### src/rtl/qapd_pkg.sv
`default_nettype none
package qapd_pkg;

  // Field widths
  localparam int unsigned IN_W     = 16;
  localparam int unsigned CFG_W    = 16;
  localparam int unsigned PROD_W   = 32;  // Q2.14 x Q2.14
  localparam int unsigned ERR_W    = 34;  // sum of four products, Q6.28
  localparam int unsigned TORQUE_W = 32;
  localparam int unsigned STAGES   = 7;

  // APB register map (word index)
  localparam int unsigned PADDR_W = 5;
  localparam int unsigned IDX_W   = 3;
  localparam logic [IDX_W-1:0] REG_ATT_GAIN  = 3'd0;
  localparam logic [IDX_W-1:0] REG_RATE_GAIN = 3'd1;
  localparam logic [IDX_W-1:0] REG_INERTIA_X = 3'd2;
  localparam logic [IDX_W-1:0] REG_INERTIA_Y = 3'd3;
  localparam logic [IDX_W-1:0] REG_INERTIA_Z = 3'd4;

  // Input item, last field (ref_w) in the lowest bits
  typedef struct packed {
    logic signed [IN_W-1:0] rate_z;
    logic signed [IN_W-1:0] rate_y;
    logic signed [IN_W-1:0] rate_x;
    logic signed [IN_W-1:0] meas_z;
    logic signed [IN_W-1:0] meas_y;
    logic signed [IN_W-1:0] meas_x;
    logic signed [IN_W-1:0] meas_w;
    logic signed [IN_W-1:0] ref_z;
    logic signed [IN_W-1:0] ref_y;
    logic signed [IN_W-1:0] ref_x;
    logic signed [IN_W-1:0] ref_w;
  } in_item_t;

  // Result item, last field (torque_x) in the lowest bits
  typedef struct packed {
    logic signed [TORQUE_W-1:0] torque_z;
    logic signed [TORQUE_W-1:0] torque_y;
    logic signed [TORQUE_W-1:0] torque_x;
  } out_item_t;

  // Configuration register set
  typedef struct packed {
    logic [CFG_W-1:0] attitude_gain;
    logic [CFG_W-1:0] rate_gain;
    logic [CFG_W-1:0] inertia_xx;
    logic [CFG_W-1:0] inertia_yy;
    logic [CFG_W-1:0] inertia_zz;
  } cfg_t;

endpackage
`default_nettype wire

### src/rtl/qapd_axis.sv
`default_nettype none
module qapd_axis import qapd_pkg::*; (
  input  wire                         clk,
  input  wire [3:0]                   en,      // stages 4 to 7
  input  wire [CFG_W-1:0]             attitude_gain,
  input  wire [CFG_W-1:0]             rate_gain,
  input  wire [CFG_W-1:0]             inertia,
  input  wire signed [ERR_W-1:0]      axis,
  input  wire signed [IN_W-1:0]       rate,
  output logic signed [TORQUE_W-1:0]  torque
);

  localparam int unsigned KP_PROD_W = ERR_W + CFG_W + 1;   // Kp * axis
  localparam int unsigned KD_PROD_W = IN_W + CFG_W + 1;    // Kd * rate
  localparam int unsigned P_W       = KP_PROD_W - 20;
  localparam int unsigned DIFF_W    = KD_PROD_W + 1;
  localparam int unsigned T_PROD_W  = DIFF_W + CFG_W + 1;  // diff * inertia
  localparam int unsigned T_W       = T_PROD_W - 16;

  localparam logic signed [TORQUE_W-1:0] TQ_MAX = {1'b0, {(TORQUE_W-1){1'b1}}};
  localparam logic signed [TORQUE_W-1:0] TQ_MIN = {1'b1, {(TORQUE_W-1){1'b0}}};

  logic signed [KP_PROD_W-1:0] kp_prod;
  logic signed [KD_PROD_W-1:0] kd_prod;
  logic signed [DIFF_W-1:0]    diff;
  logic signed [T_PROD_W-1:0]  t_prod;
  logic signed [T_W-1:0]       t_shift;
  logic                        t_hi, t_lo;

  // Stage 4: proportional and damping products side by side
  always_ff @(posedge clk) begin
    if (en[0]) begin
      kp_prod <= $signed({1'b0, attitude_gain}) * axis;
      kd_prod <= $signed({1'b0, rate_gain}) * rate;
    end
  end

  // Stage 5: floor the proportional term to Q16.16 and subtract damping
  always_ff @(posedge clk) begin
    if (en[1]) begin
      diff <= DIFF_W'(P_W'(kp_prod >>> 20)) - DIFF_W'(kd_prod);
    end
  end

  // Stage 6: scale by inertia
  always_ff @(posedge clk) begin
    if (en[2]) begin
      t_prod <= diff * $signed({1'b0, inertia});
    end
  end

  // Stage 7: floor to Q16.16 and clamp to the 32-bit range
  assign t_shift = T_W'(t_prod >>> 16);
  assign t_hi    = !t_shift[T_W-1] && (|t_shift[T_W-2:TORQUE_W-1]);
  assign t_lo    = t_shift[T_W-1] && !(&t_shift[T_W-2:TORQUE_W-1]);

  always_ff @(posedge clk) begin
    if (en[3]) begin
      priority if (t_hi) torque <= TQ_MAX;
      else if (t_lo)     torque <= TQ_MIN;
      else               torque <= t_shift[TORQUE_W-1:0];
    end
  end

endmodule
`default_nettype wire

### config.mk
export PLATFORM = sky130hd
export DESIGN_NAME = qapd_axis
export DESIGN_NICKNAME = d
export VERILOG_FILES = /design/src/rtl/qapd_pkg.sv /design/src/rtl/qapd_axis.sv
export SDC_FILE = /design/constraint.sdc
export NUM_CORES = 2
export LEC_CHECK = 0
export ABC_CLOCK_PERIOD_IN_PS = 8800
export BUFFER_PORTS_ARGS = -buffer_cell sky130_fd_sc_hd__buf_2
export CAP_MARGIN = 30
export CELL_PAD_IN_SITES_DETAIL_PLACEMENT = 0
export CELL_PAD_IN_SITES_GLOBAL_PLACEMENT = 1
export CORE_ASPECT_RATIO = 0.5
export CORE_UTILIZATION = 45
export CTS_CLUSTER_SIZE = 8
export DETAILED_ROUTE_END_ITERATION = 10
export PLACE_DENSITY = 0.73
export SYNTH_ARGS = -nofsm -noshare
export SYNTH_HDL_FRONTEND = slang
export SYNTH_SLANG_ARGS = --single-unit
### constraint.sdc
create_clock -name clk -period 8.8 [get_ports clk]
set_input_delay 1.76 -clock clk [delete_from_list [all_inputs] [get_ports clk]]
set_output_delay 1.76 -clock clk [all_outputs]
set_load 0.005 [all_outputs]
* Word-level counts from Yosys, hierarchy flattened
Cells that the tools add are included.
** Storage, ports and cells
- Input port bits :: 103
- Logic and storage cells :: 16
- Register bits :: 201
- Output and inout bits :: 32
** Cells by class
- $mul :: 3
- Reduce and logical (&&, ||, !) cells :: 6
- Muxes and demuxes :: 1
- $add $sub $neg :: 1
** Operator list (count)
- 17-bit by 34-bit multiplier with 51-bit output :: 1
- 34-bit by 17-bit multiplier with 51-bit output :: 1
- 31-bit by 33-bit subtractor with 34-bit output :: 1
- 17-bit by 16-bit multiplier with 33-bit output :: 1
- 32-bit two-way mux :: 1
- 3-bit AND reduction :: 1
- 3-bit OR reduction :: 1
- 1-bit logical AND :: 2
- 1-bit zero test :: 2

* Depth between registers and ports, before layout
- Word-level depth :: 4
- Mapped depth :: 26
- Depth with buffers taken out :: 25

* Worst setup path after synthesis
OpenSTA, ideal clock, no wires.
- Path type :: input port to flip-flop
- Start point :: input inertia[8]
- End point :: register t_prod[49] (data pin)
- Library setup time :: 273 ps
- Arrival :: 7548 ps
- Cell stages on the path :: 23
- Required time :: 8527 ps
- Path slack :: 979 ps
- Path buffers :: 2
- Path through :: clkbuf_1 > clkbuf_1 > nand2_1 > fa_1 > inv_1 > fa_1 > inv_1 > fa_1 > inv_1 > fa_1 > fa_1 > fa_1 > ha_1 > a21oi_1 > a21boi_0 > a311o_1 > o211ai_1 > a21oi_1 > o2111ai_1 > a21boi_1 > a21bo_2 > a2111oi_0 > a311oi_1
** Between the ends
- Longest elaborated chain between the ends :: 1
** RTL lines
- start, declared :: line qapd_axis.sv:7 : input wire [CFG_W-1:0] inertia,
- 34-bit by 17-bit multiplier with 51-bit output :: line qapd_axis.sv:48 : t_prod <= diff * $signed({1'b0, inertia});
- end signal, assigned :: line qapd_axis.sv:48
- end, declared :: line qapd_axis.sv:26 : logic signed [T_PROD_W-1:0] t_prod;
No other way between the ends.
A chain may end at the register's enable or synchronous reset.

* Worst setup path after layout
- Start point :: input inertia[12]
- End point :: register t_prod[49] (data pin)
The elaborated chain is that of the path after synthesis.

==> out/metrics.csv <==
stage,metric,value,unit
global_route,initial antenna violation count,1,
cells_and_area,combined area of the multi-input logic cells,40800,sq um
global_route,largest net degree at the start of global routing,65,
setup_path,critical path's largest stage delay,0.56,ns
yosys,Synth Area in Compound Gates,4.88,%
timing,Worst Tran Pin Value,0.949,ns
setup_path,critical path required time,9.09,ns
route,drt wl/cell,18.4,microns
route,via count,36100,
clock_network,# H-tree levels,4,
setup_path,worst path arrival time,8.37,ns
yosys,Post-Synth XOR/XNOR Area,2.19,%
global_route,first-pass GRT wire length,215000,microns
global_route,GRT Util Overall,23.4,%
setup_path,crit path from,inertia[12],
clock_network,post-cts resize count,0,
setup_path,slowest cell on the critical path,fa_1,
setup_path,FF-to-FF path depth,21,
yosys,post-synth cell types,70,
setup_path,R2R Path Start,diff[7]$_DFFE_PP_,
die,CORE AREA,114000,sq um
clock_network,clock-pin slew on the worst setup and hold paths,0.06,ns
yosys,Post-synth EDFFs,165,
cells_and_area,Reg area,4950,sq um
yosys,largest family of logic cells by synthesized area,adder cells,
die,Die Area,117000,sq um
yosys,main flop type after synthesis,edfxtp_1,
yosys,Synthesized Nets,7263,
timing,Max Fclk,124,MHz
die,Initial Util,45.7,%
yosys,"FF+latch count, synth",165,
timing,fraction of the cycle the final worst path needs,91.8,%
timing,slew margin rel.,36.8,%
placed_design,# port buffers,134,
route,post-DR vias/cell,5.11,
route,final WL,130000,microns
setup_path,Critical Path Most Common Cell,fa_1,
cells_and_area,fillers,10800,
placed_design,Placer Congestion,0.889,
yosys,Synth async-reset ratio,0,%
route,drt first pass iters,7,
yosys,Syn Std Cell Area,51900,sq um
setup_path,type of origin of the critical path,input port,
route,initial DRC count,2177,
cells_and_area,Layout area overhead,5.54,%
global_route,vias in the first global route,39600,
clock_network,Max clock buf depth,2,
setup_path,CP cell instances,buf_2 > and2_1 > fa_1 > inv_1 > fa_1 > inv_1 > fa_1 > fa_1 > fa_1 > fa_1 > ha_1 > and3_1 > nand4_1 > a21oi_1 > o211ai_1 > a21oi_1 > o2111ai_1 > a21boi_1 > a21bo_2 > a2111oi_0 > a311oi_1,
yosys,adder-cell share of the synthesized area,56.7,%
route,DRC,0,
clock_network,root buf cell,clkbuf_16,
clock_network,clock sink count,165,
worst_hold_path,worst min path class,reg -> reg,
die,die height,242,microns
timing,Tmin final,8.08,ns
yosys,simple-gate area share of the yosys netlist,14.7,%
timing,RSZ-0062 raised after global routing,no,
yosys,"Seq/Total Area, Yosys",9.54,%
global_route,grt ovf,0,
job,Max Cap Viol,0,
yosys,mux contribution to synthesized area,0.0193,%
die,Die X,482,microns
clock_network,Num CTS Buffers,17,
setup_path,path type of the worst setup path,in -> reg,
timing,Sum Neg Setup Slack,0,ns
yosys,Synth Warn #,0,
placed_design,Detail Placement HPWL,108000,microns
setup_path,worst-path maximum fanout,18,
route,DRT antenna net count,0,
clock_network,setup bufs post-CTS,0,
cells_and_area,share of cells above drive strength 1,4.24,%
timing,Worst Clk Skew,0.0161,ns
yosys,post-synthesis cell count,5542,
yosys,Avg Inst Size Synth,9.37,sq um
setup_path,"setup slack, reg-to-reg",1.27,ns
cells_and_area,Nets,7255,
timing,Max Slew Vio Count,0,
setup_path,CP endpoint kind,flop,
timing,final setup vio count,0,
clock_network,Worst-Skew Late Latency,0.50,ns
die,# IOs,135,
outcome,outcome,finished clean,
setup_path,RR Endpoint,t_prod[49]$_DFFE_PP_,
timing,final hold viol count,0,
clock_network,CTS Hold Bufs,0,
worst_hold_path,min-delay src,t_prod[50]$_DFFE_PP_,
setup_path,Critical path destination,t_prod[49]$_DFFE_PP_,
die,# rows,87,
clock_network,TritonCTS clock tree,built,
## worst min path at each step
stage,end,slack [ns],cells after the start
floorplan,torque[0]$_SDFFCE_PP1P_,0.51,1
global placement,torque[31]$_SDFFCE_PP0P_,0.49,0
detailed placement,torque[31]$_SDFFCE_PP0P_,0.50,0
CTS,torque[31]$_SDFFCE_PP0P_,0.51,0
global route,torque[31]$_SDFFCE_PP0P_,0.52,0
finish,torque[31]$_SDFFCE_PP0P_,0.51,0
## layer usage
| layer | GRT usage, % | routed length [microns] |
|---|---|---|
| met2 | 37.0 | 58800 |
| met4 | 4.22 | 1570 |
| met3 | 3.13 | 7630 |
| met1 | 34.7 | 62200 |
| met5 | 0 | 0 |
## stage by stage
step	setup slack, ns	utilization (%)	instances	area, sq um	hold slack, ns
2_1_floorplan	0.979	-	5542	51900	0.510
3_5_place_dp	0.146	47.7	7028	54200	0.497
6_report	0.718	48.3	7060	54800	0.506
3_3_place_gp	0.317	47.7	7027	54100	0.488
5_1_grt	0.393	48.3	7059	54800	0.523
4_1_cts	0.657	48.3	7058	54800	0.513
## registers in the layout (all words and copies together) (netlist names)
register  flops
torque       32
kp_prod      31
diff         34
kd_prod      33
t_prod       35
## cells in the final DEF (no fill, tap or decap), types with 17 or more instances in the layout
cell	netlist	layout
edfxtp_1	165	165
and3_1	25	25
clkbuf_16	0	17
o21ai_0	44	44
nand3_1	24	24
a21oi_1	105	105
xor2_1	48	48
inv_1	1438	1438
a21o_1	73	73
fa_1	1225	1225
nand2_1	868	868
ha_1	393	393
nand2b_1	24	24
nor2_1	69	68
buf_2	0	134
nor2b_1	22	22
buf_4	0	50
xnor2_1	82	82
and2_1	511	511
o21a_1	46	46
## critical path, delay by kind of cell
kind / cells / cell delay, ns
adder cells (fa/ha/maj): 7 / 3.30
AO/OA/AOI/OAI: 8 / 2.39
buffers and inverters: 3 / 0.38
AND/OR/NAND/NOR: 3 / 0.49
## cell usage after synthesis, drive strengths merged (7+ instances only)
library cell  count  share of area [%]
a211oi           14               0.20
a21boi            7               0.11
a21o             73                1.1
a21oi           106                1.0
a31oi            11               0.16
and2            511                6.2
and3             25               0.30
clkbuf          215                1.6
edfxtp          165                9.5
fa             1225                 47
ha              393                9.5
inv            1438                 10
nand2           868                6.3
nand2b           24               0.29
nand3            24               0.23
nand4            13               0.16
nor2             69               0.50
nor2b            22               0.27
nor3             15               0.14
o211ai           10               0.15
o21a             46               0.67
o21ai            51               0.50
o21bai           13               0.19
or3               7              0.084
xnor2            82                1.4
xor2             48               0.81
## layout make-up
class | instances | share of cell area (%)
antenna | 2 | 0.00913
clock buffer | 18 | 0.783
clock inverter | 12 | 0.370
inverter | 1439 | 9.86
multi-input combinational | 3722 | 74.4
sequential | 165 | 9.04
tap | 1513 | 3.45
timing repair buffer | 189 | 2.11
## logic make-up after synthesis
group | Yosys count
AO/OA/AOI/OAI | 375
XOR/XNOR | 130
adder cells (fa/ha/maj) | 1618
buffers and inverters | 1655
flip-flops | 165
multiplexers | 1
AND/OR/NAND/NOR | 1598
Power is not shown: default switching activity piles up to over one toggle a cycle in this logic, so the estimate is an artifact.
