`config.mk`:
```
export PLATFORM = sky130hd
export DESIGN_NAME = qapd_regs
export DESIGN_NICKNAME = d
export VERILOG_FILES = /design/src/rtl/qapd_pkg.sv /design/src/rtl/qapd_regs.sv
export SDC_FILE = /design/constraint.sdc
export NUM_CORES = 1
export LEC_CHECK = 0
export BUFFER_PORTS_ARGS = -buffer_cell sky130_fd_sc_hd__buf_2
export CORE_MARGIN = 2
export CORE_UTILIZATION = 25
export DETAILED_ROUTE_END_ITERATION = 10
export HOLD_SLACK_MARGIN = 0.12
export PLACE_DENSITY = 0.5
export SLEW_MARGIN = 40
export SYNTH_ARGS = -nofsm -noshare
export SYNTH_HDL_FRONTEND = slang
export SYNTH_SLANG_ARGS = --single-unit
```
`constraint.sdc`:
```
create_clock -name clk -period 3.7 [get_ports clk]
set_input_delay 0.37 -clock clk [delete_from_list [all_inputs] [get_ports clk]]
set_output_delay 0.37 -clock clk [all_outputs]
set_load 0.02 [all_outputs]
```
`src/rtl/qapd_pkg.sv`:
```
`default_nettype none
package qapd_pkg;

  // Field widths
  localparam int unsigned IN_W     = 16;
  localparam int unsigned CFG_W    = 16;
  localparam int unsigned PROD_W   = 32;  // Q2.14 x Q2.14
  localparam int unsigned ERR_W    = 34;  // sum of four products, Q6.28
  localparam int unsigned TORQUE_W = 32;
  localparam int unsigned STAGES   = 7;

  // APB register map (word index)
  localparam int unsigned PADDR_W = 5;
  localparam int unsigned IDX_W   = 3;
  localparam logic [IDX_W-1:0] REG_ATT_GAIN  = 3'd0;
  localparam logic [IDX_W-1:0] REG_RATE_GAIN = 3'd1;
  localparam logic [IDX_W-1:0] REG_INERTIA_X = 3'd2;
  localparam logic [IDX_W-1:0] REG_INERTIA_Y = 3'd3;
  localparam logic [IDX_W-1:0] REG_INERTIA_Z = 3'd4;

  // Input item, last field (ref_w) in the lowest bits
  typedef struct packed {
    logic signed [IN_W-1:0] rate_z;
    logic signed [IN_W-1:0] rate_y;
    logic signed [IN_W-1:0] rate_x;
    logic signed [IN_W-1:0] meas_z;
    logic signed [IN_W-1:0] meas_y;
    logic signed [IN_W-1:0] meas_x;
    logic signed [IN_W-1:0] meas_w;
    logic signed [IN_W-1:0] ref_z;
    logic signed [IN_W-1:0] ref_y;
    logic signed [IN_W-1:0] ref_x;
    logic signed [IN_W-1:0] ref_w;
  } in_item_t;

  // Result item, last field (torque_x) in the lowest bits
  typedef struct packed {
    logic signed [TORQUE_W-1:0] torque_z;
    logic signed [TORQUE_W-1:0] torque_y;
    logic signed [TORQUE_W-1:0] torque_x;
  } out_item_t;

  // Configuration register set
  typedef struct packed {
    logic [CFG_W-1:0] attitude_gain;
    logic [CFG_W-1:0] rate_gain;
    logic [CFG_W-1:0] inertia_xx;
    logic [CFG_W-1:0] inertia_yy;
    logic [CFG_W-1:0] inertia_zz;
  } cfg_t;

endpackage
`default_nettype wire

```
`src/rtl/qapd_regs.sv`:
```
`default_nettype none
module qapd_regs import qapd_pkg::*; (
  input  wire                 clk,
  input  wire                 rst,
  input  wire                 psel,
  input  wire                 penable,
  input  wire                 pwrite,
  input  wire [PADDR_W-1:0]   paddr,
  input  wire [31:0]          pwdata,
  output logic [31:0]         prdata,
  output logic                pready,
  output cfg_t                cfg
);

  logic             wr;
  logic [IDX_W-1:0] idx;

  assign pready = 1'b1;
  assign wr     = psel && penable && pwrite && pready;
  assign idx    = paddr[PADDR_W-1:2];

  // Register writes; unknown indexes are dropped
  always_ff @(posedge clk) begin
    if (rst) begin
      cfg <= '0;
    end else if (wr) begin
      unique case (idx)
        REG_ATT_GAIN:  cfg.attitude_gain <= pwdata[CFG_W-1:0];
        REG_RATE_GAIN: cfg.rate_gain     <= pwdata[CFG_W-1:0];
        REG_INERTIA_X: cfg.inertia_xx    <= pwdata[CFG_W-1:0];
        REG_INERTIA_Y: cfg.inertia_yy    <= pwdata[CFG_W-1:0];
        REG_INERTIA_Z: cfg.inertia_zz    <= pwdata[CFG_W-1:0];
        default: ;
      endcase
    end
  end

  // Read-back
  always_comb begin
    unique case (idx)
      REG_ATT_GAIN:  prdata = 32'(cfg.attitude_gain);
      REG_RATE_GAIN: prdata = 32'(cfg.rate_gain);
      REG_INERTIA_X: prdata = 32'(cfg.inertia_xx);
      REG_INERTIA_Y: prdata = 32'(cfg.inertia_yy);
      REG_INERTIA_Z: prdata = 32'(cfg.inertia_zz);
      default:       prdata = '0;
    endcase
  end

  a_gain_write: assert property (@(posedge clk) disable iff (rst)
    (wr && idx == REG_ATT_GAIN) |=> cfg.attitude_gain == $past(pwdata[CFG_W-1:0]))
    else $error("attitude gain not taken from the write transfer");

endmodule
`default_nettype wire

```
Word level (Yosys, flattened, before mapping):

Index checks and enable logic that the tools add are counted.

* equality and inequality tests: 4
* reduce and logical (&&, ||, !) cells: 8
* muxes and demuxes: 1

Operators by type and width (number)
* 16-bit one-hot mux with 5 select lines: 1
* 2-bit AND reduction: 5
* 3-bit by 2-bit equality test with 1-bit output, second input constant: 2
* 3-bit by 1-bit equality test with 1-bit output, second input constant: 1
* 3-bit equality test, second input constant: 1
* 3-bit logical NOT: 1
* 1-bit logical AND: 2

* output and inout port bits: 113
* register bits: 80
* logic and storage cells: 18

Depth between registers and ports, before layout:

Gate-level depths: netlist of run 1.

* depth after elaboration: 3
* mapped depth: 6
* mapped depth without buffers: 3

Worst setup path before layout of run 1:

OpenSTA, ideal clock, no wires.

* path kind: input -> output
* start point: input port paddr[3]
* end point: output port prdata[0]
* slack: 1.818 ns
* data required time: 3.330 ns
* path buffers: 2
* arrival: 1.512 ns
* cell stages on the path: 5
* cells stage by stage: buf_2 nor2_4 clkbuf_1 a22oi_1 o22ai_1

* longest elaborated chain between the ends: 2

Ends and longest elaborated chain
* start, declared: RTL line qapd_regs.sv:8 `input wire [PADDR_W-1:0] paddr,`
* 3-bit equality test, or another cell as far along: RTL line qapd_regs.sv:40 `unique case (idx)`
* 16-bit one-hot mux with 5 select lines (*): RTL line qapd_regs.sv:40
* end, declared: RTL line qapd_regs.sv:10 `output logic [31:0] prdata,`

Every way passes the cells marked *; elsewhere a longest branch is shown, timed or not.

Final worst setup path of run 1:

* start point: input port paddr[4]
* end point: output port prdata[2]

The elaborated chain is that of the path after synthesis.

==> results of run 1 <==
[worst min path at each step]
stage	start	end	slack, ns	depth (start not counted)
after floorplan	cfg[55]	cfg[55]	0.55	2
final	pwdata[8]	cfg[24]	0.39	3
after global placement	cfg[20]	cfg[20]	0.47	2
after detailed placement	cfg[32]	cfg[32]	0.48	2
after global routing	pwdata[10]	cfg[26]	0.40	3
after CTS	pwdata[10]	cfg[26]	0.39	3
[worst min-delay path, cell delays in order]
cell and delay [ns]:
buf_2 0.08, nand2b_1 0.11, mux2i_1 0.14
[per-layer routing]
| metal | part of all wire, % | global-route usage, % | routed length, um |
|---|---|---|---|
| met5 | 0 | 0 | 0 |
| met2 | 47 | 23.90 | 5694 |
| met4 | 1.5 | 4.681 | 177 |
| met3 | 5.5 | 4.088 | 660 |
| met1 | 46 | 18.15 | 5504 |
[cell type report]
class / count / share of cell area (%)
clock inverter: 3 / 0.8140
sequential: 80 / 32.56
clock buffer: 13 / 5.291
tap: 211 / 5.368
multi-input combinational: 271 / 42.81
inverter: 1 / 0.07632
timing repair buffer: 125 / 13.08
[power by group]
group | internal, uW | switching, uW | total, uW
Clock | 558 | 356 | 914
Combinational | 50.3 | 100 | 150
Sequential | 868 | 5.10 | 873
Total | 1480 | 461 | 1940
[kinds of logic (layout without fill, tap and decap cells)]
group                  after synthesis  in the layout
buffers and inverters               49            142
AND/OR/NAND/NOR                    110            110
flip-flops                          80             80
AO/OA/AOI/OAI                       48             48
multiplexers                        96             96
other                                2             17
[stage by stage]
| step | setup slack, ns | hold WS [ns] | cells |
|---|---|---|---|
| final | 1.150 | 0.3897 | 704 |
| after global routing | 1.044 | 0.4005 | 704 |
| after CTS | 1.150 | 0.3879 | 704 |
| after detailed placement | 1.013 | 0.4817 | 688 |
| after global placement | 1.035 | 0.4709 | 688 |
| after floorplan | 1.818 | 0.5546 | 400 |
[cell usage after synthesis (all sizes together)]
| master | n | area share (%) |
|---|---|---|
| o22ai | 16 | 2.5 |
| nand3b | 1 | 0.19 |
| mux2 | 16 | 4.6 |
| clkbuf | 15 | 1.4 |
| nand3 | 3 | 0.82 |
| and2 | 1 | 0.16 |
| conb | 2 | 0.19 |
| buf | 33 | 6.1 |
| a21oi | 1 | 0.13 |
| nor2 | 1 | 0.29 |
| mux2i | 80 | 20 |
| and4b | 1 | 0.25 |
| and3b | 1 | 0.22 |
| and3 | 3 | 0.60 |
| a22oi | 30 | 5.7 |
| inv | 1 | 0.095 |
| nand2b | 96 | 15 |
| a31oi | 1 | 0.16 |
| nor2b | 2 | 0.32 |
| dfxtp | 80 | 41 |
| nand2 | 1 | 0.095 |
[placed cells by master, fill, tap and decap left out, types with 2 or more instances in the layout]
cell type / instances
buf_2: 118
buf_4: 7
mux2_2: 16
nor2b_2: 2
clkinv_2: 2
o22ai_1: 16
mux2i_1: 80
dfxtp_1: 80
clkbuf_8: 2
a22oi_1: 30
clkbuf_16: 9
clkbuf_1: 2
and3_1: 2
nand2b_1: 96
conb_1: 17
==> summary.md, run 1 <==
| Metric | Value |
|---|---|
| Outcome | `complete, no violations` |
| Critical path's largest stage delay | `0.55 ns` |
| Die area | `0.01680 sq mm` |
| Worst vdd ir | `between 150 and 200 uV` |
| GP Congestion | `roughly 0.71` |
| Mapped Cells | `385` |
| Synth Area in Simple Gates | `between 10% and 20%` |
| Worst Path Required | `3.33 ns` |
| Via Count | `between 3,000 and 4,000` |
| R2R depth | `2` |
| Synthesis warning total | `0` |
| Crit start category | `primary input` |
| Clock skew | `0 ns` |
| Post-DP Area | `roughly 0.0046 sq mm` |
| Share of cells above drive strength 1 | `32.86%` |
| Core ar. | `~0.015 sq mm` |
| Total I/O pin count | `155` |
| R2R Setup Slk | `3.05 ns` |
| Final-report setup violation count | `0` |
| Max reg flops | `80` |
| CP Launch Point | `paddr[4]` |
| Crit path DAT | `2.18 ns` |
| Leakage | `~0.0025 uW` |
| CP Buf/Inv Count | `3` |
| Pre-antenna DRT Iters | `4` |
| P&R area growth vs syn | `24.67%` |
| Max clock buf depth | `2` |
| Antenna violations before repair | `0` |
| Largest regs | `cfg: 80 flops` |
| Worst setup path endpoint | `prdata[2]` |
| Maxcap violations | `0` |
| Post-layout instance area | `0.004918 sq mm` |
| TritonCTS Sinks | `80` |
| Sequential Area | `0.001602 sq mm` |
| Power, Total | `1937 uW` |
| CTS Buf Count | `9` |
| Synthesis-stage register bit count | `80` |
| Congestion Overflow GR | `0` |
| First-pass GRT wire length | `about 18,000 um` |
| Initial Utilization | `25.76%` |
| Diode count | `0` |
| Detailed Place HPWL | `7797 um` |
| CTS Hold Bufs | `0` |
| IO buf count | `119` |
| Cell family with most CP delay | `buffers and inverters` |
| GRT Util Overall | `14.44%` |
| Adder-Cell Fraction of Synth Area | `0%` |
| Reg-to-reg endpoint | `cfg[27]` |
| Total routed wirelength | `12,040 um` |
| ANT nets after route | `0` |
| Iter 0 DRT Violations | `120` |
| Core Util, Final | `between 30% and 40%` |
| CTS tree | `done` |
| Die Span X | `129.6 um` |
| DRC viols | `0` |
| Post-CTS setup buffer count | `0` |
| Fin Setup TNS | `0 ns` |
| Mux cell area share after synthesis | `24.87%` |
| Cell mode on critical path | `buf_2` |
| Synth cell types | `27` |
| Final hold violation count | `0` |
| Row count | `45` |
| Largest net degree at the start of global routing | `90` |
| Register area share after synthesis | `40.60%` |
| Fin. max-slew vios | `0` |
| Layout Nets | `530` |
| Die height | `129.6 um` |
| CP endpoint kind | `primary output` |
| Pwr/cell area | `393.8 mW/mm^2` |
| Multi-input logic area | `about 0.0021 sq mm` |
| Fill count | `around 1,600` |
| Synth Area in XOR/XNOR | `0%` |
| Post-CTS sizing | `0` |
| Avg Inst Size Synth | `10.25 sq um` |
| CTS root buf | `clkbuf_16` |
| Vias in the first global route | `between 3,000 and 4,000` |
| Critical Path Stages | `6` |
| Biggest register | `cfg` |
| Hold Crit Class | `in -> reg` |
| Clk_lat worst skew | `0.34 ns` |
| Slew @ Worst Pin | `0.8429 ns` |
| Compound-cell area share of the yosys netlist | `8.532%` |
| CTS H-Tree Depth | `3` |
| DR vias/cell | `~4.5` |
| Cell area after synthesis | `between 0.003 and 0.004 sq mm` |
| RSZ-0062 raised after global routing | `false` |
| Worst Path Max Fanout | `22` |
| Slew HR | `43.80%` |
| Minimum clock period | `2.550 ns` |
| Post-route clock period utilization | `between 60% and 70%` |
| Slowest CP cell | `nor2b_2` |
| Worst reg2reg startpoint | `cfg[27]` |
| Largest family of logic cells by synthesized area | `multiplexers` |
| Worst setup path class | `in -> out` |
| F_max | `0.3922 GHz` |
| DR WL/cell | `17.10 um` |
| Crit-path cells | `buf_2 -> nor2b_2 -> buf_4 -> a22oi_1 -> o22ai_1 -> buf_2` |
| Clk slew on worst S/H paths | `~0.06 ns` |
Note: power is estimated with default switching activity, not from simulation.
==> run 2, diff against run 1 <==
==> constraint.sdc (replaced) <==
create_clock -name clk -period 2.4 [get_ports clk]
set_input_delay 0.24 -clock clk [delete_from_list [all_inputs] [get_ports clk]]
set_output_delay 0.24 -clock clk [all_outputs]
set_load 0.02 [all_outputs]
==> summary.md, run 2 (synthesized netlist as in run 1, its figures left out) <==
| Metric | Value |
|---|---|
| Pre-antenna DRT Iters | `4 (unchanged)` |
| Worst vdd ir | `281.9 uV (was 196.9 uV)` |
| Share of cells above drive strength 1 | `34.00% (was 32.86%)` |
| Max clock buf depth | `2 (unchanged)` |
| Maxcap violations | `0 (unchanged)` |
| First-pass GRT wire length | `18,150 um (was 18,110 um)` |
| Fin. max-slew vios | `0 (unchanged)` |
| Slew HR | `57.91% (was 43.80%)` |
| Iter 0 DRT Violations | `92 (was 120)` |
| Minimum clock period | `1.988 ns` |
| Die area | `0.01680 sq mm (unchanged)` |
| Max reg flops | `80 (unchanged)` |
| Biggest register | `cfg (unchanged)` |
| Largest net degree at the start of global routing | `97 (was 90)` |
| DR WL/cell | `16.92 um (was 17.10 um)` |
| CTS H-Tree Depth | `3 (unchanged)` |
| Grt met1 use | `16.92% (was 18.15%)` |
| Worst setup path class | `in -> out (unchanged)` |
| Detailed Place HPWL | `8082 um (was 7797 um)` |
| CTS root buf | `clkbuf_16 (unchanged)` |
| Crit start category | `primary input (unchanged)` |
| Vias in the first global route | `3,273 (was 3,172)` |
| Placed insts | `696 (was 688)` |
| Fin Setup TNS | `0 ns (unchanged)` |
| Cell mode on critical path | `buf_2 (unchanged)` |
| Pwr/cell area | `600.3 mW/mm^2 (was 393.8 mW/mm^2)` |
| IO buf count | `119 (unchanged)` |
| Final-report setup violation count | `0 (unchanged)` |
| Hold Crit Class | `in -> reg (unchanged)` |
| Most frequent cells in the layout | `119 x buf_2, 96 x nand2b_1, 80 x mux2i_1, 80 x dfxtp_1, 30 x a22oi_1 (was 118 x buf_2, 96 x nand2b_1, 80 x mux2i_1, 80 x dfxtp_1, 30 x a22oi_1)` |
| CP endpoint kind | `primary output (unchanged)` |
| Reg-to-reg endpoint | `cfg[78] (was cfg[27])` |
| Worst reg2reg startpoint | `cfg[78] (was cfg[27])` |
| Crit-path cells | `buf_2 -> buf_4 -> mux2_2 -> a22oi_1 -> o22ai_1 -> buf_2 (was buf_2 -> nor2b_2 -> buf_4 -> a22oi_1 -> o22ai_1 -> buf_2)` |
| Total routed wirelength | `12,030 um (was 12,040 um)` |
| R2R depth | `2 (unchanged)` |
| Gr busiest metal | `met2 (unchanged)` |
| Critical path's largest stage delay | `0.40 ns (was 0.55 ns)` |
| GP Congestion | `0.7329 (was 0.7139)` |
| Met2 usage | `25.41% (was 23.90%)` |
| GRT Util Overall | `14.51% (was 14.44%)` |
| F_max | `0.5030 GHz` |
| Post-CTS setup buffer count | `0 (unchanged)` |
| Worst Hold End | `cfg[44] (was cfg[24])` |
| TritonCTS Sinks | `80 (unchanged)` |
| CTS Buf Count | `9 (unchanged)` |
| Largest regs | `cfg: 80 flops (unchanged)` |
| P&R area growth vs syn | `26.55% (was 24.67%)` |
| Layout Nets | `538 (was 530)` |
| Antenna violations before repair | `0 (unchanged)` |
| RSZ-0062 raised after global routing | `false (unchanged)` |
| Initial Utilization | `25.76% (unchanged)` |
| Leakage | `0.002524 uW (was 0.002480 uW)` |
| Slowest CP cell | `buf_2 (was nor2b_2)` |
| Post-CTS sizing | `0 (unchanged)` |
| Outcome | `complete, no violations (unchanged)` |
| Crit path DAT | `1.75 ns (was 2.18 ns)` |
| Total I/O pin count | `155 (unchanged)` |
| Clk_lat worst skew | `0.33 ns (was 0.34 ns)` |
| Core ar. | `0.01531 sq mm (unchanged)` |
| Diode count | `0 (unchanged)` |
| CTS Hold Bufs | `0 (unchanged)` |
| Worst Path Required | `2.16 ns (was 3.33 ns)` |
| DR vias/cell | `4.495 (was 4.490)` |
| Row count | `45 (unchanged)` |
| ANT nets after route | `0 (unchanged)` |
| Die Span X | `129.6 um (unchanged)` |
| Non-filler cells, final | `711 (was 704)` |
| Most common cell after layout, fill and taps aside | `buf_2 (unchanged)` |
| Congestion Overflow GR | `0 (unchanged)` |
| Worst Path Max Fanout | `14 (was 22)` |
| Post-route clock period utilization | `82.83%` |
| Via Count | `3,196 (was 3,161)` |
| DRC viols | `0 (unchanged)` |
| Final hold violation count | `0 (unchanged)` |
| Clock skew | `0 ns (unchanged)` |
| R2R Setup Slk | `1.75 ns (was 3.05 ns)` |
| Clk slew on worst S/H paths | `0.06 ns (about the same)` |
| Slew @ Worst Pin | `0.6299 ns (was 0.8429 ns)` |
| GR Util met3 | `3.468% (was 4.088%)` |
| Hold path start | `pwdata[12] (was pwdata[8])` |
| Hold depth | `3 (unchanged)` |
| Die height | `129.6 um (unchanged)` |
| CTS tree | `done (unchanged)` |
## run 2: cell types whose count changed in the layout (fill, tap and decap cells not counted)
cell / previous run / this run
buf_12: 0 / 1
buf_2: 118 / 119
buf_4: 7 / 13
clkbuf_1: 2 / 0
clkbuf_8: 2 / 3
nand2_1: 0 / 1
nand2_2: 1 / 0
## run 2: worst max-delay path, delay by kind of cell
family | cells | cell delay (ns)
multiplexers | 1 | 0.34
buffers and inverters | 3 | 0.85
AO/OA/AOI/OAI | 2 | 0.31
## run 2: cell type report
type                            instances  area, sq um
Clock buffer                           12        266.5
Clock inverter                          3        40.04
Fill cell                            1627        10320
Inverter                                1        3.754
Multi-Input combinational cell        271         2103
Sequential cell                        80         1602
Tap cell                              211        264.0
Timing Repair Buffer                  133        713.2
## run 2: worst max-delay path by stage
stage	from	endpoint	slack, ns	cells past startpoint
3_5_place_dp	paddr[2]	prdata[8]	0.37	6
6_report	paddr[2]	prdata[8]	0.41	6
5_1_grt	paddr[2]	prdata[8]	0.31	6
3_3_place_gp	paddr[2]	prdata[8]	0.38	6
4_1_cts	paddr[2]	prdata[8]	0.37	6
2_1_floorplan	paddr[3]	prdata[0]	0.78	5
## run 2: power by group
part           internal [uW]  switching, uW  leakage (uW)
Sequential              1340           7.79      0.000645
Clock                    881            532      0.000154
Combinational           83.0            155       0.00172
## run 2: per-layer routing
metal,part of all wire (%),routed length [um]
met5,0,0
met4,1.5,182
met3,5.7,681
met2,50,5997
met1,43,5171
## run 2: per-stage QoR
stage               cell area [sq um]  setup slack [ns]  power [uW]  util, %  hold WS [ns]
finish                           4992            0.4120        2997    32.60        0.2765
global route                     4992            0.3065        3121    32.60        0.2860
CTS                              4992            0.3654        3057    32.60        0.2631
detailed placement               4686            0.3689        1615    30.60        0.4808
global placement                 4686            0.3809        1611    30.60        0.4724
floorplan                        4001            0.7780        1552        -        0.4812
==> run 3, diff against run 2 <==
==> constraint.sdc (replaced) <==
create_clock -name clk -period 1.85 [get_ports clk]
set_input_delay 0.185 -clock clk [delete_from_list [all_inputs] [get_ports clk]]
set_output_delay 0.185 -clock clk [all_outputs]
set_load 0.02 [all_outputs]
==> summary.md, run 3 (synthesized netlist as in run 1, its figures left out) <==
| Metric | Value |
|---|---|
| Outcome | `complete, no violations (unchanged)` |
| Sw Share | `23.83% (was 23.18%)` |
| CTS root buf | `clkbuf_16 (unchanged)` |
| CTS Hold Bufs | `0 (unchanged)` |
| Switching power | `941.9 uW (was 694.6 uW)` |
| ANT nets after route | `0 (unchanged)` |
| Crit path DAT | `1.40 ns (was 1.75 ns)` |
| Die area | `0.01680 sq mm (unchanged)` |
| Diode count | `0 (unchanged)` |
| R2R depth | `2 (unchanged)` |
| Pre-antenna DRT Iters | `4 (unchanged)` |
| Max reg flops | `80 (unchanged)` |
| Leakage | `0.002566 uW (was 0.002524 uW)` |
| Fill count | `1,606 (was 1,627)` |
| Flop pwr share | `44.2% (was 44.9%)` |
| Hold depth | `3 (unchanged)` |
| RSZ-0062 raised after global routing | `false (unchanged)` |
| Final hold violation count | `0 (unchanged)` |
| Clk slew on worst S/H paths | `0.06 ns (about the same)` |
| Total routed wirelength | `12,100 um (was 12,030 um)` |
| Post-route clock period utilization | `a little under nine tenths` |
| DR vias/cell | `4.492 (was 4.495)` |
| Worst hold slack | `0.2059 ns (was 0.2765 ns)` |
| Fin. max-slew vios | `0 (unchanged)` |
| Congestion Overflow GR | `0 (unchanged)` |
| CTS tree | `done (unchanged)` |
| Clock skew | `0 ns (unchanged)` |
| Most common cell after layout, fill and taps aside | `buf_2 (unchanged)` |
| Cell mode on critical path | `buf_2 (unchanged)` |
| Via Count | `3,225 (was 3,196)` |
| Detailed Place HPWL | `8344 um (was 8082 um)` |
| Pre-CTS setup slack | `0.1765 ns (was 0.3689 ns)` |
| Antenna violations before repair | `0 (unchanged)` |
| DR WL/cell | `16.85 um (was 16.92 um)` |
| Total I/O pin count | `155 (unchanged)` |
| Core ar. | `0.01531 sq mm (unchanged)` |
| Row count | `45 (unchanged)` |
| Fin Setup TNS | `0 ns (unchanged)` |
| Combinational power share | `8.1% (was 7.9%)` |
| TritonCTS Sinks | `80 (unchanged)` |
| GRT Util Overall | `14.76% (was 14.51%)` |
| Initial Utilization | `25.76% (unchanged)` |
| CTS H-Tree Depth | `3 (unchanged)` |
| DRC viols | `0 (unchanged)` |
| Pwr/cell area | `778.9 mW/mm^2 (was 600.3 mW/mm^2)` |
| Post-CTS sizing | `0 (unchanged)` |
| GP Congestion | `0.7675 (was 0.7329)` |
| Die height | `129.6 um (unchanged)` |
| Vias in the first global route | `3,216 (was 3,273)` |
| Clock power share | `47.7% (was 47.2%)` |
| Power, Total | `3952 uW (was 2997 uW)` |
| Hold Crit Class | `in -> reg (unchanged)` |
| F_max | `0.6309 GHz` |
| Layout Nets | `544 (was 538)` |
| Slowest CP cell | `nor2b_2 (was buf_2)` |
| Worst vdd ir | `400.2 uV (was 281.9 uV)` |
| Largest net degree at the start of global routing | `97 (unchanged)` |
| Worst setup path class | `in -> out (unchanged)` |
| Largest regs | `cfg: 80 flops (unchanged)` |
| Worst Path Required | `1.66 ns (was 2.16 ns)` |
| Iter 0 DRT Violations | `126 (was 92)` |
| CTS Buf Count | `9 (unchanged)` |
| Die Span X | `129.6 um (unchanged)` |
| Crit start category | `primary input (unchanged)` |
| CP endpoint kind | `primary output (unchanged)` |
| Maxcap violations | `0 (unchanged)` |
| Worst Path Max Fanout | `18 (was 14)` |
| IO buf count | `119 (unchanged)` |
| Post-CTS setup buffer count | `0 (unchanged)` |
| P&R area growth vs syn | `28.61% (was 26.55%)` |
| Final-report setup violation count | `0 (unchanged)` |
| First-pass GRT wire length | `18,300 um (was 18,150 um)` |
| Internal | `3010 uW (was 2302 uW)` |
| Biggest register | `cfg (unchanged)` |
| Clk_lat worst skew | `0.35 ns (was 0.33 ns)` |
| Minimum clock period | `around 1.6 ns` |
| Crit-path cells | `buf_2 -> buf_12 -> nor2b_2 -> buf_4 -> a22oi_1 -> o22ai_1 -> buf_2 (was buf_2 -> buf_4 -> mux2_2 -> a22oi_1 -> o22ai_1 -> buf_2)` |
| Critical path's largest stage delay | `0.22 ns (was 0.40 ns)` |
| Most frequent cells in the layout | `119 x buf_2, 96 x nand2b_1, 80 x mux2i_1, 80 x dfxtp_1, 30 x a22oi_1 (unchanged)` |
| Max clock buf depth | `2 (unchanged)` |
| Share of cells above drive strength 1 | `34.91% (was 34.00%)` |
| Worst setup slack after layout | `0.2649 ns (was 0.4120 ns)` |
-- run 3: metal layers --
| metal | part of all wire [%] | track usage (%) | wire length (um) |
|---|---|---|---|
| met5 | 0 | 0 | 0 |
| met4 | 1.5 | 4.807 | 180 |
| met3 | 6.4 | 5.491 | 771 |
| met2 | 48 | 24.39 | 5841 |
| met1 | 44 | 17.76 | 5305 |
-- run 3: final timing paths --
| check | from | end | slack [ns] |
|---|---|---|---|
| worst min-delay path | pwdata[14] | cfg[30] | 0.21 |
| worst max register to register | cfg[49] | cfg[49] | 1.20 |
| worst max-delay path | paddr[2] | prdata[8] | 0.26 |
| worst min register to register | cfg[32] | cfg[32] | 0.49 |
-- run 3: final cells by class --
class / count / area [sq um] / share of cell area (%)
clock buffers: 12 / 266.5 / 5.253
clock inverters: 4 / 51.30 / 1.011
inverters: 1 / 3.754 / 0.07398
multi-input cells: 271 / 2103 / 41.46
flip-flops and latches: 80 / 1602 / 31.57
well taps: 211 / 264.0 / 5.203
repair buffers: 139 / 783.3 / 15.44
-- run 3: power by group through the flow --
stage	sequential (uW)	clock [uW]	combinational, uW
5_1_grt	1750	2030	348
6_report	1750	1890	320
2_1_floorplan	1800	0	215
3_3_place_gp	1780	0	321
4_1_cts	1750	1940	325
3_5_place_dp	1780	0	324
-- run 3: worst max-delay path, delay by kind of cell --
kind / cells / cell delay (ns)
AOI/OAI and AO/OA: 2 / 0.27
and+or+nand+nor: 1 / 0.22
buffers and inverters: 4 / 0.72
-- run 3: stage by stage --
stage          utilization [%]  area (sq um)  std cells
4_1_cts                  33.13          5074        718
5_1_grt                  33.13          5074        718
3_3_place_gp             31.05          4756        702
2_1_floorplan                -          4001        400
3_5_place_dp             31.05          4756        702
6_report                 33.13          5074        718
